==> config.mk <==
export PLATFORM = sky130hd
export DESIGN_NAME = thick_line_outline_generator
export DESIGN_NICKNAME = d
export VERILOG_FILES = /design/src/hdl/tlog_pkg.sv /design/src/hdl/tlog_ctrl.sv /design/src/hdl/tlog_dp.sv /design/src/hdl/thick_line_outline_generator.sv
export SDC_FILE = /design/constraint.sdc
export NUM_CORES = 2
export LEC_CHECK = 0
export ABC_AREA = 1
export BUFFER_PORTS_ARGS = -buffer_cell sky130_fd_sc_hd__buf_2
export CAP_MARGIN = 10
export CORE_ASPECT_RATIO = 0.8
export CORE_MARGIN = 4
export CORE_UTILIZATION = 30
export DETAILED_ROUTE_END_ITERATION = 16
export GPL_ROUTABILITY_DRIVEN = 0
export SYNTH_ARGS = -nofsm -noshare
export SYNTH_HDL_FRONTEND = slang
export SYNTH_SLANG_ARGS = --single-unit
==> constraint.sdc <==
create_clock -name clk -period 8.9 [get_ports clk]
set_input_delay 0.89 -clock clk [delete_from_list [all_inputs] [get_ports clk]]
set_output_delay 0.89 -clock clk [all_outputs]
set_load 0.1 [all_outputs]
==> src/hdl/tlog_pkg.sv <==
// Shared types, constants and the vertex decode function of the thick line outline generator.
package tlog_pkg;

  // Fixed point format and limits.
  localparam int FRAC_BITS  = 8;
  localparam int MAX_DASHES = 13;
  localparam int CFG_W      = 12;
  localparam int CFG_IDX_W  = 3;
  localparam int CRD_W      = 16;
  localparam int VTX_W      = 26;
  localparam int LEN_W      = 25;
  localparam int DEN_W      = 26;
  localparam int NUM_W      = 51;
  localparam int QUO_W      = 26;
  localparam int RES_W      = 27;
  localparam int SUM_W      = 29;
  localparam int T_W        = 17;
  localparam int RAD_W      = 50;

  // Configuration register indexes.
  localparam logic [CFG_IDX_W-1:0] REG_LINE_WIDTH   = 3'd0;
  localparam logic [CFG_IDX_W-1:0] REG_DASH_LENGTH  = 3'd1;
  localparam logic [CFG_IDX_W-1:0] REG_DASH_SPACING = 3'd2;
  localparam logic [CFG_IDX_W-1:0] REG_CAP_START    = 3'd3;
  localparam logic [CFG_IDX_W-1:0] REG_CAP_END      = 3'd4;

  // Result status codes.
  localparam logic [1:0] STS_OK       = 2'd0;
  localparam logic [1:0] STS_AXIS     = 2'd1;
  localparam logic [1:0] STS_TOO_MANY = 2'd2;

  // Path opcodes.
  localparam logic [1:0] OP_LINE   = 2'd0;
  localparam logic [1:0] OP_ARC    = 2'd1;
  localparam logic [1:0] OP_CENTRE = 2'd2;
  localparam logic [1:0] OP_CLOSE  = 2'd3;

  typedef enum logic [3:0] {
    ST_IDLE, ST_SQ1, ST_SQ2, ST_SQRT, ST_DIV_START, ST_DIV_WAIT, ST_CHECK, ST_EMIT
  } state_t;

  typedef enum logic [2:0] {
    DV_HX, DV_HY, DV_CNT, DV_OX1, DV_OY1, DV_OX2, DV_OY2
  } div_op_t;

  typedef enum logic [3:0] {
    VK_S_RIGHT, VK_S_CEN1, VK_S_BACK, VK_S_CEN2, VK_S_LEFT,
    VK_D1_LEFT, VK_D1_RIGHT, VK_D2_RIGHT, VK_D2_LEFT,
    VK_E_LEFT, VK_E_CEN1, VK_E_FRONT, VK_E_CEN2, VK_E_RIGHT,
    VK_REJ_AXIS, VK_REJ_DASH
  } vkind_t;

  typedef enum logic [1:0] { BS_START, BS_END, BS_DASH1, BS_DASH2 } base_t;

  typedef enum logic [2:0] { SD_CEN, SD_RIGHT, SD_LEFT, SD_BACK, SD_FRONT } side_t;

  typedef struct packed {
    logic [CFG_W-1:0] line_width;
    logic [CFG_W-1:0] dash_length;
    logic [CFG_W-1:0] dash_spacing;
    logic             cap_start;
    logic             cap_end;
  } cfg_t;

  typedef struct packed {
    logic    capture;
    logic    sq_mul;
    logic    sqrt_start;
    logic    div_start;
    div_op_t div_op;
    logic    tacc_adv;
    logic    out_load;
    vkind_t  out_kind;
  } cmd_t;

  typedef struct packed {
    logic       axis;
    logic       sqrt_busy;
    logic       div_busy;
    logic       dash_on;
    logic       too_many;
    logic [3:0] nd;
    logic       out_free;
  } sts_t;

  typedef struct packed {
    logic [1:0] status;
    logic [1:0] op;
    base_t      base;
    side_t      side;
    logic       last;
    logic       zero;
  } vdec_t;

  // Maps a vertex kind to its status, opcode, base point, offset direction and last and zero flags.
  function automatic vdec_t vtx_decode(vkind_t k, logic cap_s, logic cap_e);
    vdec_t d;
    d.status = STS_OK;
    d.op     = OP_LINE;
    d.base   = BS_START;
    d.side   = SD_CEN;
    d.last   = 1'b0;
    d.zero   = 1'b0;
    case (k)
      VK_S_RIGHT: begin d.side = SD_RIGHT; d.op = cap_s ? OP_ARC : OP_LINE; end
      VK_S_CEN1:  d.op = OP_CENTRE;
      VK_S_BACK:  begin d.side = SD_BACK; d.op = OP_ARC; end
      VK_S_CEN2:  d.op = OP_CENTRE;
      VK_S_LEFT:  d.side = SD_LEFT;
      VK_D1_LEFT: begin d.base = BS_DASH1; d.side = SD_LEFT; end
      VK_D1_RIGHT: begin d.base = BS_DASH1; d.side = SD_RIGHT; d.op = OP_CLOSE; end
      VK_D2_RIGHT: begin d.base = BS_DASH2; d.side = SD_RIGHT; end
      VK_D2_LEFT: begin d.base = BS_DASH2; d.side = SD_LEFT; end
      VK_E_LEFT: begin
        d.base = BS_END; d.side = SD_LEFT; d.op = cap_e ? OP_ARC : OP_LINE;
      end
      VK_E_CEN1:  begin d.base = BS_END; d.op = OP_CENTRE; end
      VK_E_FRONT: begin d.base = BS_END; d.side = SD_FRONT; d.op = OP_ARC; end
      VK_E_CEN2:  begin d.base = BS_END; d.op = OP_CENTRE; end
      VK_E_RIGHT: begin d.base = BS_END; d.side = SD_RIGHT; d.op = OP_CLOSE; d.last = 1'b1; end
      VK_REJ_AXIS: begin d.status = STS_AXIS; d.zero = 1'b1; d.last = 1'b1; end
      VK_REJ_DASH: begin d.status = STS_TOO_MANY; d.zero = 1'b1; d.last = 1'b1; end
      default: d.zero = 1'b1;
    endcase
    return d;
  endfunction

endpackage

==> src/hdl/tlog_ctrl.sv <==
// Controller state machine that sequences the square root, divisions and vertex emission.
`default_nettype none
module tlog_ctrl (
  input  wire              clk,
  input  wire              rst_n,
  input  wire              in_valid,
  input  tlog_pkg::cfg_t   cfg,
  input  tlog_pkg::sts_t   sts,
  output logic             in_stall,
  output tlog_pkg::cmd_t   cmd
);
  import tlog_pkg::*;

  state_t     state_r, state_nxt;
  div_op_t    op_r, op_nxt;
  vkind_t     kind_r, kind_nxt;
  logic [3:0] j_r, j_nxt;

  // State registers.
  always_ff @(posedge clk) begin
    if (!rst_n) begin
      state_r <= ST_IDLE;
      op_r    <= DV_HX;
      kind_r  <= VK_S_RIGHT;
      j_r     <= 4'd0;
    end else begin
      state_r <= state_nxt;
      op_r    <= op_nxt;
      kind_r  <= kind_nxt;
      j_r     <= j_nxt;
    end
  end

  assign in_stall = (state_r != ST_IDLE);

  // Next state and commands.
  always_comb begin
    state_nxt      = state_r;
    op_nxt         = op_r;
    kind_nxt       = kind_r;
    j_nxt          = j_r;
    cmd            = '0;
    cmd.div_op     = op_r;
    cmd.out_kind   = kind_r;
    case (state_r)
      ST_IDLE: begin
        if (in_valid) begin
          cmd.capture = 1'b1;
          j_nxt       = 4'd0;
          state_nxt   = ST_SQ1;
        end
      end
      ST_SQ1: begin
        if (sts.axis) begin
          kind_nxt  = VK_REJ_AXIS;
          state_nxt = ST_EMIT;
        end else begin
          cmd.sq_mul = 1'b1;
          state_nxt  = ST_SQ2;
        end
      end
      ST_SQ2: begin
        cmd.sqrt_start = 1'b1;
        state_nxt      = ST_SQRT;
      end
      ST_SQRT: begin
        if (!sts.sqrt_busy) begin
          op_nxt    = DV_HX;
          state_nxt = ST_DIV_START;
        end
      end
      ST_DIV_START: begin
        cmd.div_start = 1'b1;
        state_nxt     = ST_DIV_WAIT;
      end
      ST_DIV_WAIT: begin
        if (!sts.div_busy) begin
          state_nxt = ST_DIV_START;
          case (op_r)
            DV_HX: op_nxt = DV_HY;
            DV_HY: begin
              if (sts.dash_on) begin
                op_nxt = DV_CNT;
              end else begin
                kind_nxt  = VK_S_RIGHT;
                state_nxt = ST_EMIT;
              end
            end
            DV_CNT: state_nxt = ST_CHECK;
            DV_OX1: op_nxt = DV_OY1;
            DV_OY1: op_nxt = DV_OX2;
            DV_OX2: op_nxt = DV_OY2;
            default: state_nxt = ST_EMIT;
          endcase
        end
      end
      ST_CHECK: begin
        kind_nxt  = sts.too_many ? VK_REJ_DASH : VK_S_RIGHT;
        state_nxt = ST_EMIT;
      end
      ST_EMIT: begin
        if (sts.out_free) begin
          cmd.out_load = 1'b1;
          case (kind_r)
            VK_S_RIGHT: kind_nxt = cfg.cap_start ? VK_S_CEN1 : VK_S_LEFT;
            VK_S_CEN1:  kind_nxt = VK_S_BACK;
            VK_S_BACK:  kind_nxt = VK_S_CEN2;
            VK_S_CEN2:  kind_nxt = VK_S_LEFT;
            VK_S_LEFT: begin
              if (sts.nd != 4'd0) begin
                kind_nxt  = VK_D1_LEFT;
                op_nxt    = DV_OX1;
                state_nxt = ST_DIV_START;
              end else begin
                kind_nxt = VK_E_LEFT;
              end
            end
            VK_D1_LEFT:  kind_nxt = VK_D1_RIGHT;
            VK_D1_RIGHT: kind_nxt = VK_D2_RIGHT;
            VK_D2_RIGHT: kind_nxt = VK_D2_LEFT;
            VK_D2_LEFT: begin
              cmd.tacc_adv = 1'b1;
              j_nxt        = j_r + 4'd1;
              if ((j_r + 4'd1) < sts.nd) begin
                kind_nxt  = VK_D1_LEFT;
                op_nxt    = DV_OX1;
                state_nxt = ST_DIV_START;
              end else begin
                kind_nxt = VK_E_LEFT;
              end
            end
            VK_E_LEFT:  kind_nxt = cfg.cap_end ? VK_E_CEN1 : VK_E_RIGHT;
            VK_E_CEN1:  kind_nxt = VK_E_FRONT;
            VK_E_FRONT: kind_nxt = VK_E_CEN2;
            VK_E_CEN2:  kind_nxt = VK_E_RIGHT;
            default:    state_nxt = ST_IDLE;
          endcase
        end
      end
      default: state_nxt = ST_IDLE;
    endcase
  end

endmodule
`default_nettype wire

==> src/hdl/tlog_dp.sv <==
// Datapath: operand registers, iterative square root, iterative divider and output register.
`default_nettype none
module tlog_dp (
  input  wire                              clk,
  input  wire                              rst_n,
  input  tlog_pkg::cfg_t                   cfg,
  input  tlog_pkg::cmd_t                   cmd,
  output tlog_pkg::sts_t                   sts,
  input  wire signed [tlog_pkg::CRD_W-1:0] in_start_x,
  input  wire signed [tlog_pkg::CRD_W-1:0] in_start_y,
  input  wire signed [tlog_pkg::CRD_W-1:0] in_end_x,
  input  wire signed [tlog_pkg::CRD_W-1:0] in_end_y,
  output logic                             out_valid,
  input  wire                              out_stall,
  output logic [1:0]                       out_status,
  output logic [1:0]                       out_path_op,
  output logic signed [tlog_pkg::VTX_W-1:0] out_vertex_x,
  output logic signed [tlog_pkg::VTX_W-1:0] out_vertex_y,
  output logic                             out_last_vertex
);
  import tlog_pkg::*;

  // Segment registers.
  logic signed [CRD_W-1:0] sx_r, sy_r, ex_r, ey_r;
  logic signed [CRD_W:0]   dx, dy;
  logic [CRD_W-1:0]        adx, ady;

  always_ff @(posedge clk) begin
    if (cmd.capture) begin
      sx_r <= in_start_x;
      sy_r <= in_start_y;
      ex_r <= in_end_x;
      ey_r <= in_end_y;
    end
  end

  assign dx  = {ex_r[CRD_W-1], ex_r} - {sx_r[CRD_W-1], sx_r};
  assign dy  = {ey_r[CRD_W-1], ey_r} - {sy_r[CRD_W-1], sy_r};
  assign adx = dx[CRD_W] ? CRD_W'(-dx) : dx[CRD_W-1:0];
  assign ady = dy[CRD_W] ? CRD_W'(-dy) : dy[CRD_W-1:0];

  // Square root, two radicand bits per cycle.
  logic [2*CRD_W:0]  sq_r;
  logic [RAD_W-1:0]  v_r, r_r, bit_r, rb;
  logic [4:0]        sq_cnt_r;
  logic              sqrt_busy_r, sq_ge;
  logic [LEN_W-1:0]  len_r;
  logic [RAD_W-1:0]  r_new;

  assign rb    = r_r + bit_r;
  assign sq_ge = (v_r >= rb);
  assign r_new = sq_ge ? ((r_r >> 1) + bit_r) : (r_r >> 1);

  always_ff @(posedge clk) begin
    if (!rst_n) begin
      sqrt_busy_r <= 1'b0;
    end else if (cmd.sqrt_start) begin
      sqrt_busy_r <= 1'b1;
    end else if (sqrt_busy_r && sq_cnt_r == 5'd24) begin
      sqrt_busy_r <= 1'b0;
    end
  end

  always_ff @(posedge clk) begin
    if (cmd.sq_mul) begin
      sq_r <= {1'b0, (2*CRD_W)'(adx) * (2*CRD_W)'(adx)};
    end
    if (cmd.sqrt_start) begin
      v_r      <= RAD_W'({(sq_r + {1'b0, (2*CRD_W)'(ady) * (2*CRD_W)'(ady)}),
                          {(2*FRAC_BITS){1'b0}}});
      r_r      <= '0;
      bit_r    <= RAD_W'(1) << (RAD_W - 2);
      sq_cnt_r <= 5'd0;
    end else if (sqrt_busy_r) begin
      if (sq_ge) begin
        v_r <= v_r - rb;
      end
      r_r      <= r_new;
      bit_r    <= bit_r >> 2;
      sq_cnt_r <= sq_cnt_r + 5'd1;
      if (sq_cnt_r == 5'd24) begin
        len_r <= (r_new[LEN_W-1:0] == '0) ? LEN_W'(1) : r_new[LEN_W-1:0];
      end
    end
  end

  // Dash period bookkeeping.
  logic [CFG_W:0]   per;
  logic [T_W-1:0]   tacc_r, t1, t2;
  logic             dash_on;

  assign per     = {1'b0, cfg.dash_length} + {1'b0, cfg.dash_spacing};
  assign t1      = tacc_r + T_W'(cfg.dash_length);
  assign t2      = tacc_r + T_W'(per);
  assign dash_on = (cfg.dash_length != '0) &&
                   ({4'd0, per, {FRAC_BITS{1'b0}}} < LEN_W'(len_r));

  always_ff @(posedge clk) begin
    if (cmd.capture) begin
      tacc_r <= '0;
    end else if (cmd.tacc_adv) begin
      tacc_r <= t2;
    end
  end

  // Divider operand selection and rounding bias.
  logic [CRD_W-1:0] mul_a;
  logic [T_W-1:0]   mul_b;
  logic [NUM_W-1:0] num;
  logic [DEN_W-1:0] den;
  logic             neg;

  always_comb begin
    mul_a = adx;
    mul_b = t1;
    neg   = dx[CRD_W];
    case (cmd.div_op)
      DV_HX:  begin mul_a = ady; mul_b = T_W'(cfg.line_width); neg = dy[CRD_W]; end
      DV_HY:  begin mul_a = adx; mul_b = T_W'(cfg.line_width); neg = dx[CRD_W]; end
      DV_OY1: begin mul_a = ady; neg = dy[CRD_W]; end
      DV_OX2: begin mul_b = t2; end
      DV_OY2: begin mul_a = ady; mul_b = t2; neg = dy[CRD_W]; end
      default: ;
    endcase
    case (cmd.div_op)
      DV_HX, DV_HY: begin
        den = {len_r, 1'b0};
        num = NUM_W'({(CRD_W+T_W)'(mul_a) * (CRD_W+T_W)'(mul_b),
                      {(2*FRAC_BITS){1'b0}}}) + NUM_W'(len_r);
      end
      DV_CNT: begin
        den = DEN_W'({per, {FRAC_BITS{1'b0}}});
        num = NUM_W'(len_r) + NUM_W'({(per - 13'd1), {FRAC_BITS{1'b0}}});
        neg = 1'b0;
      end
      default: begin
        den = DEN_W'(len_r);
        num = NUM_W'({(CRD_W+T_W)'(mul_a) * (CRD_W+T_W)'(mul_b),
                      {(2*FRAC_BITS){1'b0}}}) + NUM_W'(len_r >> 1);
      end
    endcase
  end

  // Restoring divider, one quotient bit per cycle.
  logic [DEN_W-1:0] rem_r, den_r;
  logic [QUO_W-1:0] qsh_r, quo;
  logic [DEN_W:0]   trial;
  logic             div_ge, neg_r, div_busy_r;
  logic [4:0]       dv_cnt_r;
  div_op_t          dv_op_r;
  logic [RES_W-1:0] res;
  logic signed [RES_W-1:0] hx_r, hy_r, ox1_r, oy1_r, ox2_r, oy2_r;
  logic [3:0]       nd_r;
  logic             too_many_r;

  assign trial  = {rem_r, qsh_r[QUO_W-1]};
  assign div_ge = (trial >= {1'b0, den_r});
  assign quo    = {qsh_r[QUO_W-2:0], div_ge};
  assign res    = neg_r ? RES_W'(-{1'b0, quo}) : {1'b0, quo};

  always_ff @(posedge clk) begin
    if (!rst_n) begin
      div_busy_r <= 1'b0;
    end else if (cmd.div_start) begin
      div_busy_r <= 1'b1;
    end else if (div_busy_r && dv_cnt_r == 5'(QUO_W - 1)) begin
      div_busy_r <= 1'b0;
    end
  end

  always_ff @(posedge clk) begin
    if (cmd.capture) begin
      nd_r       <= 4'd0;
      too_many_r <= 1'b0;
    end
    if (cmd.div_start) begin
      rem_r    <= DEN_W'(num[NUM_W-1:QUO_W]);
      qsh_r    <= num[QUO_W-1:0];
      den_r    <= den;
      neg_r    <= neg;
      dv_op_r  <= cmd.div_op;
      dv_cnt_r <= 5'd0;
    end else if (div_busy_r) begin
      rem_r    <= div_ge ? DEN_W'(trial - {1'b0, den_r}) : trial[DEN_W-1:0];
      qsh_r    <= quo;
      dv_cnt_r <= dv_cnt_r + 5'd1;
      if (dv_cnt_r == 5'(QUO_W - 1)) begin
        case (dv_op_r)
          DV_HX:  hx_r  <= res;
          DV_HY:  hy_r  <= res;
          DV_CNT: begin
            nd_r       <= quo[3:0];
            too_many_r <= (quo > QUO_W'(MAX_DASHES));
          end
          DV_OX1: ox1_r <= res;
          DV_OY1: oy1_r <= res;
          DV_OX2: ox2_r <= res;
          default: oy2_r <= res;
        endcase
      end
    end
  end

  // Vertex coordinate assembly and saturation.
  vdec_t dec;
  logic signed [SUM_W-1:0] bsx, bsy, bex, bey, bx, by, offx, offy, vx, vy;
  logic signed [SUM_W-1:0] hxe, hye;
  logic signed [VTX_W-1:0] satx, saty;

  function automatic logic signed [VTX_W-1:0] sat26(logic signed [SUM_W-1:0] v);
    logic signed [SUM_W-1:0] vmax, vmin;
    vmax = SUM_W'((1 <<< (VTX_W - 1)) - 1);
    vmin = -SUM_W'(1 <<< (VTX_W - 1));
    if (v > vmax) begin
      return vmax[VTX_W-1:0];
    end else if (v < vmin) begin
      return vmin[VTX_W-1:0];
    end
    return v[VTX_W-1:0];
  endfunction

  assign dec = vtx_decode(cmd.out_kind, cfg.cap_start, cfg.cap_end);
  assign bsx = SUM_W'($signed({sx_r, {FRAC_BITS{1'b0}}}));
  assign bsy = SUM_W'($signed({sy_r, {FRAC_BITS{1'b0}}}));
  assign bex = SUM_W'($signed({ex_r, {FRAC_BITS{1'b0}}}));
  assign bey = SUM_W'($signed({ey_r, {FRAC_BITS{1'b0}}}));
  assign hxe = SUM_W'(hx_r);
  assign hye = SUM_W'(hy_r);

  always_comb begin
    case (dec.base)
      BS_END:   begin bx = bex; by = bey; end
      BS_DASH1: begin bx = bsx + SUM_W'(ox1_r); by = bsy + SUM_W'(oy1_r); end
      BS_DASH2: begin bx = bsx + SUM_W'(ox2_r); by = bsy + SUM_W'(oy2_r); end
      default:  begin bx = bsx; by = bsy; end
    endcase
    case (dec.side)
      SD_RIGHT: begin offx = hxe;  offy = -hye; end
      SD_LEFT:  begin offx = -hxe; offy = hye;  end
      SD_BACK:  begin offx = -hye; offy = -hxe; end
      SD_FRONT: begin offx = hye;  offy = hxe;  end
      default:  begin offx = '0;   offy = '0;   end
    endcase
    vx   = bx + offx;
    vy   = by + offy;
    satx = dec.zero ? '0 : sat26(vx);
    saty = dec.zero ? '0 : sat26(vy);
  end

  // Output register.
  logic out_valid_r;

  always_ff @(posedge clk) begin
    if (!rst_n) begin
      out_valid_r <= 1'b0;
    end else if (cmd.out_load) begin
      out_valid_r <= 1'b1;
    end else if (!out_stall) begin
      out_valid_r <= 1'b0;
    end
  end

  always_ff @(posedge clk) begin
    if (cmd.out_load) begin
      out_status      <= dec.status;
      out_path_op     <= dec.op;
      out_vertex_x    <= satx;
      out_vertex_y    <= saty;
      out_last_vertex <= dec.last;
    end
  end

  assign out_valid = out_valid_r;

  // Status to the controller.
  always_comb begin
    sts           = '0;
    sts.axis      = (sx_r == ex_r) || (sy_r == ey_r);
    sts.sqrt_busy = sqrt_busy_r;
    sts.div_busy  = div_busy_r;
    sts.dash_on   = dash_on;
    sts.too_many  = too_many_r;
    sts.nd        = nd_r;
    sts.out_free  = !out_valid_r || !out_stall;
  end

  // The two iterative units never run at once.
  a_units_exclusive: assert property (@(posedge clk) disable iff (!rst_n)
    !(sqrt_busy_r && div_busy_r))
    else $error("square root and divider busy together");

  // A division starts only on an idle divider and square root.
  a_div_start_idle: assert property (@(posedge clk) disable iff (!rst_n)
    cmd.div_start |-> (!div_busy_r && !sqrt_busy_r))
    else $error("division started while a unit is busy");

  // A result is loaded only when the previous one has left or is leaving.
  a_out_load_free: assert property (@(posedge clk) disable iff (!rst_n)
    cmd.out_load |-> (!out_valid_r || !out_stall))
    else $error("output overwritten while stalled");

  // A loaded result is offered in the next cycle.
  a_out_load_valid: assert property (@(posedge clk) disable iff (!rst_n)
    cmd.out_load |=> out_valid_r)
    else $error("loaded result not offered");

endmodule
`default_nettype wire

==> src/hdl/thick_line_outline_generator.sv <==
// Top level of the thick line outline generator: configuration registers, controller and datapath.
//
// Usage: one request on the in_ channel is a line segment (two signed integer endpoints).
// The block answers with the vertex path of the segment's thick outline on the out_
// channel, one vertex per request, the final one flagged by out_last_vertex. A segment
// that is axis-aligned, or that needs more than thirteen dash periods, gets a single
// rejection request with a nonzero out_status instead.
// Timing: a new segment is taken only when the previous one is finished. The square
// root and the divisions run on iterative units, the divisions through the shared restoring
// divider; there are two divisions for the half-width offsets, one more for the dash count
// when dashing is on, and four per dash, those of each dash running before its vertices.
// Vertices otherwise leave one per cycle while out_stall is low.
// Reset (rst_n low, synchronous) returns the controller to idle, drops out_valid and
// restores the register reset values. A stall on the out_ channel holds the current
// vertex and pauses emission; the in_ channel is stalled while a segment is in work.
// Configuration writes on the cfg_ port take effect at once and belong to idle time.
`default_nettype none
module thick_line_outline_generator (
  input  wire                              clk,
  input  wire                              rst_n,
  input  wire                              cfg_we,
  input  wire [tlog_pkg::CFG_IDX_W-1:0]    cfg_index,
  input  wire [tlog_pkg::CFG_W-1:0]        cfg_wdata,
  input  wire                              in_valid,
  output logic                             in_stall,
  input  wire signed [tlog_pkg::CRD_W-1:0] in_start_x,
  input  wire signed [tlog_pkg::CRD_W-1:0] in_start_y,
  input  wire signed [tlog_pkg::CRD_W-1:0] in_end_x,
  input  wire signed [tlog_pkg::CRD_W-1:0] in_end_y,
  output logic                             out_valid,
  input  wire                              out_stall,
  output logic [1:0]                       out_status,
  output logic [1:0]                       out_path_op,
  output logic signed [tlog_pkg::VTX_W-1:0] out_vertex_x,
  output logic signed [tlog_pkg::VTX_W-1:0] out_vertex_y,
  output logic                             out_last_vertex
);
  import tlog_pkg::*;

  cfg_t cfg_r;
  cmd_t cmd;
  sts_t sts;

  // Configuration registers.
  always_ff @(posedge clk) begin
    if (!rst_n) begin
      cfg_r.line_width   <= CFG_W'(1);
      cfg_r.dash_length  <= '0;
      cfg_r.dash_spacing <= '0;
      cfg_r.cap_start    <= 1'b0;
      cfg_r.cap_end      <= 1'b0;
    end else if (cfg_we) begin
      case (cfg_index)
        REG_LINE_WIDTH:   cfg_r.line_width   <= cfg_wdata;
        REG_DASH_LENGTH:  cfg_r.dash_length  <= cfg_wdata;
        REG_DASH_SPACING: cfg_r.dash_spacing <= cfg_wdata;
        REG_CAP_START:    cfg_r.cap_start    <= cfg_wdata[0];
        REG_CAP_END:      cfg_r.cap_end      <= cfg_wdata[0];
        default: ;
      endcase
    end
  end

  tlog_ctrl u_ctrl (
    .clk      (clk),
    .rst_n    (rst_n),
    .in_valid (in_valid),
    .cfg      (cfg_r),
    .sts      (sts),
    .in_stall (in_stall),
    .cmd      (cmd)
  );

  tlog_dp u_dp (
    .clk             (clk),
    .rst_n           (rst_n),
    .cfg             (cfg_r),
    .cmd             (cmd),
    .sts             (sts),
    .in_start_x      (in_start_x),
    .in_start_y      (in_start_y),
    .in_end_x        (in_end_x),
    .in_end_y        (in_end_y),
    .out_valid       (out_valid),
    .out_stall       (out_stall),
    .out_status      (out_status),
    .out_path_op     (out_path_op),
    .out_vertex_x    (out_vertex_x),
    .out_vertex_y    (out_vertex_y),
    .out_last_vertex (out_last_vertex)
  );

endmodule
`default_nettype wire

* Yosys cells after proc, flatten, opt, wreduce, memory -nomap -nowiden
Cells that the tools add are included.
Storage, ports and cells: bits in registers 635, latch bits 0, RAM bits 0, memory bits (read-only) 0, input port bits 84, output and inout bits 59, logic and storage cells 309, memories kept 0
Cells by class: $add $sub $neg 28, multiply operators 3, divide/modulo/power cells 0, order comparisons 9, equality and inequality tests 64, shift-type cells 0, multiplexer cells 100, bitwise operators 3, reductions and logical operators 58
Operators with widths (number):
- $mux 26 | 9
- $pmux 29 s4 | 2
- $pmux 29 s3 | 2
- $mux 49 | 3
- $add 24x27->28 | 4
- $pmux 51 s2 | 1
- $mux 4 | 22
- $mul 16x16->32 | 2
- $add 29x29->29 | 2
- $gt 29x26->1 const B | 2
- $lt 29x26->1 const B | 2
- $neg 27->29 | 2
- $pmux 26 s2 | 1
- $pmux 4 s13 | 1
- $add 49x24->50 | 1
- $add 49x25->50 | 1
- $add 49x49->50 | 1
- $add 50x49->50 | 1
- $ge 50x50->1 | 1
- $mux 25 | 2
- $mux 50 | 1
- $sub 50x50->50 | 1
- $mux 16 | 3
- $pmux 17 s2 | 1
- 70 further kinds | 197

* Depth between registers and ports, before layout
depth after elaboration 10, depth in mapped cells 55

* Modules after synthesis
Synthesis repeated with hierarchy kept, for this count alone.
Unflattened totals: cell total of the unflattened synthesis 9731, area total of the unflattened synthesis 73340.3 um^2
Modules (own cells, without submodules):
- tlog_dp | times used 1, cells an instance 9283, area an instance 70422.5 um^2, sequential area each 16165.5 um^2
- thick_line_outline_generator | times used 1, cells an instance 235, area an instance 1619.1 um^2, sequential area each 760.7 um^2
- tlog_ctrl | times used 1, cells an instance 213, area an instance 1298.7 um^2, sequential area each 280.3 um^2

* Worst setup path after synthesis
Ideal clock, no wire load.
path type flip-flop to flip-flop, from register cfg_r[14] (netlist bit), to register u_dp.rem_r[17], data pin, library setup time 260 ps, data arrival time 8786 ps, slack -146 ps, cell stages (with the launch flop) 44, period minus slack after synthesis 9046 ps, cells stage by stage dfxtp_1 > ha_1 > inv_1 > fa_1 > inv_1 > a31oi_1 > inv_1 > a21oi_1 > o21ai_0 > xor2_1 > inv_1 > ha_1 > nand2_1 > o21ai_1 > nand3_1 > nand2_1 > xnor2_1 > o22ai_1 > [... 8 more ...] > fa_1 > inv_1 > fa_1 > inv_1 > ha_1 > nand2_1 > nor2_1 > nor3b_1 > nand2_1 > nand3_1 > xor2_1 > nand2_1 > nor2_1 > nand2_1 > nor2_2 > nand2_1 > nor2_1 > o21ai_1
Between the ends: longest elaborated chain between the ends 7, elaborated cells between the ends (all ways) 9
RTL lines:
- start, declared | line thick_line_outline_generator.sv:40 | cfg_t cfg_r;
- $add 12x12->13 | line tlog_dp.sv:92 | assign per = {1'b0, cfg.dash_length} + {1'b0, cfg.dash_spacing};
- $add 17x13->17 | line tlog_dp.sv:94 | assign t2 = tacc_r + T_W'(per);
- $pmux 17 s2 * | line tlog_dp.sv:117 | case (cmd.div_op)
- $mul 16x17->33 * | line tlog_dp.sv:128, tlog_dp.sv:138
- $add 49x24->50 or $add 49x25->50 (tied branches) | line tlog_dp.sv:139, tlog_dp.sv:129
- $pmux 51 s2 * | line tlog_dp.sv:125 | case (cmd.div_op)
- $mux 25 * | line tlog_dp.sv:176 | if (cmd.div_start) begin
- end signal, assigned | line tlog_dp.sv:177 | rem_r <= DEN_W'(num[NUM_W-1:QUO_W]);
- end signal, assigned | line tlog_dp.sv:184 | rem_r <= div_ge ? DEN_W'(trial - {1'b0, den_r}) : trial[DEN_W-1:0];
- end, declared | line tlog_dp.sv:145 | logic [DEN_W-1:0] rem_r, den_r;
Every way passes the cells marked *; elsewhere a longest branch is shown, timed or not. A chain may end at the register's enable or synchronous reset.

* Worst setup path after layout
from register cfg_r[16] (netlist bit), to register u_dp.rem_r[22], data pin
The elaborated chain is that of the path after synthesis.

==> reports/qor.csv <==
metric,value,unit
clk root buf,clkbuf_16,
Final setup viols,6,
#FFs+latches synth,633,
Cell variety after synth,78,
Hold Crit Start,in_start_y[2],
Syn Area/Cell,7.571,sq um
most used flip-flop cell after synthesis,edfxtp_1,
Synth Instances,9649,
CP endpoint kind,flip-flop,
global route overflow,0,
Worst Hold Class,in2reg,
Final WS setup,-47.71,ps
required time worst endpoint,9370,ps
DIE AREA,251500,sq um
max_cap viols,0,
port buffer count,142,
Initial DRT Pass Iterations,9,
Initial DRC Count,6911,
max-slew violations,0,
"CTS clk-pin slew, worst paths",70,ps
global-route wire length before repair,372.9,mm
syn_nets,10950,
area share of the largest cell type after synthesis,18.62,%
hold buffers post-CTS,0,
Setup Skew,61.93,ps
Vias,67150,
dominant cell type by area after synthesis,edfxtp_1,
num rows,161,
crit path from,cfg_r[16],
Final HPWL DP,200.8,mm
Worst-Margin Slew,1132,ps
period utilization,100.5,%
DR vias/cell,4.981,
CTS Sinks,633,
chip height,449.4,um
slowest cell delay on critical path,530,ps
Rel. slew slack,24.51,%
H-tree Lvls,3,
crit path launch type,flip-flop,
Routed Antenna Nets,0,
"commonest non-fill, non-tap cell in the layout",nand2_1,
dpl cells,13270,
CTS Buf Count,76,
"Clk Latency, worst-skew pair",730,ps
failing checks,negative setup slack,
RSZ-0062 raised after global routing,yes,
Post-synth EDFFs,453,
nets,11540,
WP data arrival,9410,ps
"Cell Area, Synth",73050,sq um
FILL cells,25290,
Initial Utilization,30.25,%
register area share after synthesis,23.55,%
Crit path max-delay family,adder cells,
initial antenna violation count,8,
WL/cell,18.18,um
most frequent cells in the layout,"nand2_1 (1,993), inv_1 (1,667), nor2_1 (859)",
CTS Buffer Depth,3,
async set-reset flop share out of synthesis,0,%
crit-path max FO,5,
most frequent CP cell,inv_1,
worst r2r src,cfg_r[16],
status,"finished, violations left",
area of the core,241500,sq um
WS Path Type,reg2reg,
# DRC,0,
die width,559.7,um
largest net degree at the start of global routing,97,
io pins,143,
Yosys warning total,0,
"Cell Count, Final, Fillers Out",13480,
pre-CTS WS,-528.0,ps
layout cells sized above 1,13.48,%
CP max stage cell,fa_1,
Tmin final,8948,ps
vias in the first global route,62370,
final hold violations,0,
fmax,111.8,MHz
Area contributors post-synth,"edfxtp_1 (19%), fa_1 (16%), ha_1 (11%)",
CP Buf/Inv Count,11,
CTS tree,yes,
DRT Wirelength,245.1,mm
GR Util All Layers,18.77,%
layout overhead on the synthesized area,18.25,%
## stage by stage
step           TNS, ps  cell area [sq um]  util [%]  hold WS [ps]
6_report        -175.3              86390     35.77         331.0
5_1_grt          -5643              86380     35.76         299.9
4_1_cts              0              84230     34.87         273.9
3_5_place_dp     -7628              81020     33.54         452.2
3_3_place_gp     -6193              81020     33.54         448.5
2_1_floorplan        0              73070         -         402.9
## per-layer routing
layer | routed length, um | track usage [%]
met5 | 27 | 0
met4 | 7397 | 4.954
met2 | 101600 | 27.47
met1 | 117400 | 28.56
met3 | 18690 | 2.720
## layout make-up
| type | count | area (sq um) | share of cell area (%) |
|---|---|---|---|
| Clock inverter | 42 | 475.5 | 0.5504 |
| Timing Repair Buffer | 727 | 5453 | 6.312 |
| Sequential cell | 633 | 17210 | 19.92 |
| Inverter | 1744 | 6581 | 7.618 |
| Multi-Input combinational cell | 7055 | 50570 | 58.54 |
| Antenna cell | 5 | 12.51 | 0.01448 |
| Clock buffer | 98 | 2107 | 2.439 |
| Tap cell | 3178 | 3976 | 4.603 |
## final timing paths
path	endpoint	slack [ps]	cells past startpoint
hold / removal	u_dp.sy_r[2]	330	1
setup reg to reg	u_dp.rem_r[22]	-50	46
setup / recovery	u_dp.rem_r[22]	-50	46
hold reg to reg	u_dp.v_r[4]	480	2
## cells in the mapped netlist, types with 45 or more instances
library cell,n
o21bai_1,45
o21ai_0,547
a21oi_1,645
xnor2_1,119
a31oi_1,73
a21o_1,54
o211ai_1,64
inv_1,1699
nor2_1,920
nand3_1,377
buf_2,48
dfxtp_1,180
ha_1,640
nand4_1,85
xor2_1,257
nor3_1,107
clkbuf_1,150
fa_1,581
edfxtp_1,453
nand2_1,2069
## cells by family after synthesis
group	after synthesis	share of synthesized area, %
xor gates and xnor gates	384	4.701
other	1	0.005133
and+or+nand+nor	3734	21.11
adders and majority gates	1221	26.88
buffers and inverters	1961	10.20
AOI/OAI and AO/OA	1715	13.54
DFF	633	23.55
## what timing repair did
item	in CTS	in global routing
gates resized for setup	111	409
setup endpoints to repair	24	43
buffers inserted	19	53
cloned	0	1
pin swaps	39	160
endpoints found under the hold margin	0	0
## sequential cells by signal (all words and copies together) (netlist names), 27 cells and up
name	count
u_dp.ox1_r	27
u_dp.oy2_r	27
u_dp.hx_r	27
u_dp.r_r	50
u_dp.sq_r	31
cfg_r	38
u_dp.hy_r	27
u_dp.ox2_r	27
u_dp.oy1_r	27
u_dp.v_r	50
Power is left out: the tool's default activity adds up to more than one toggle a clock period on the data nets, which glitch-free logic cannot reach.
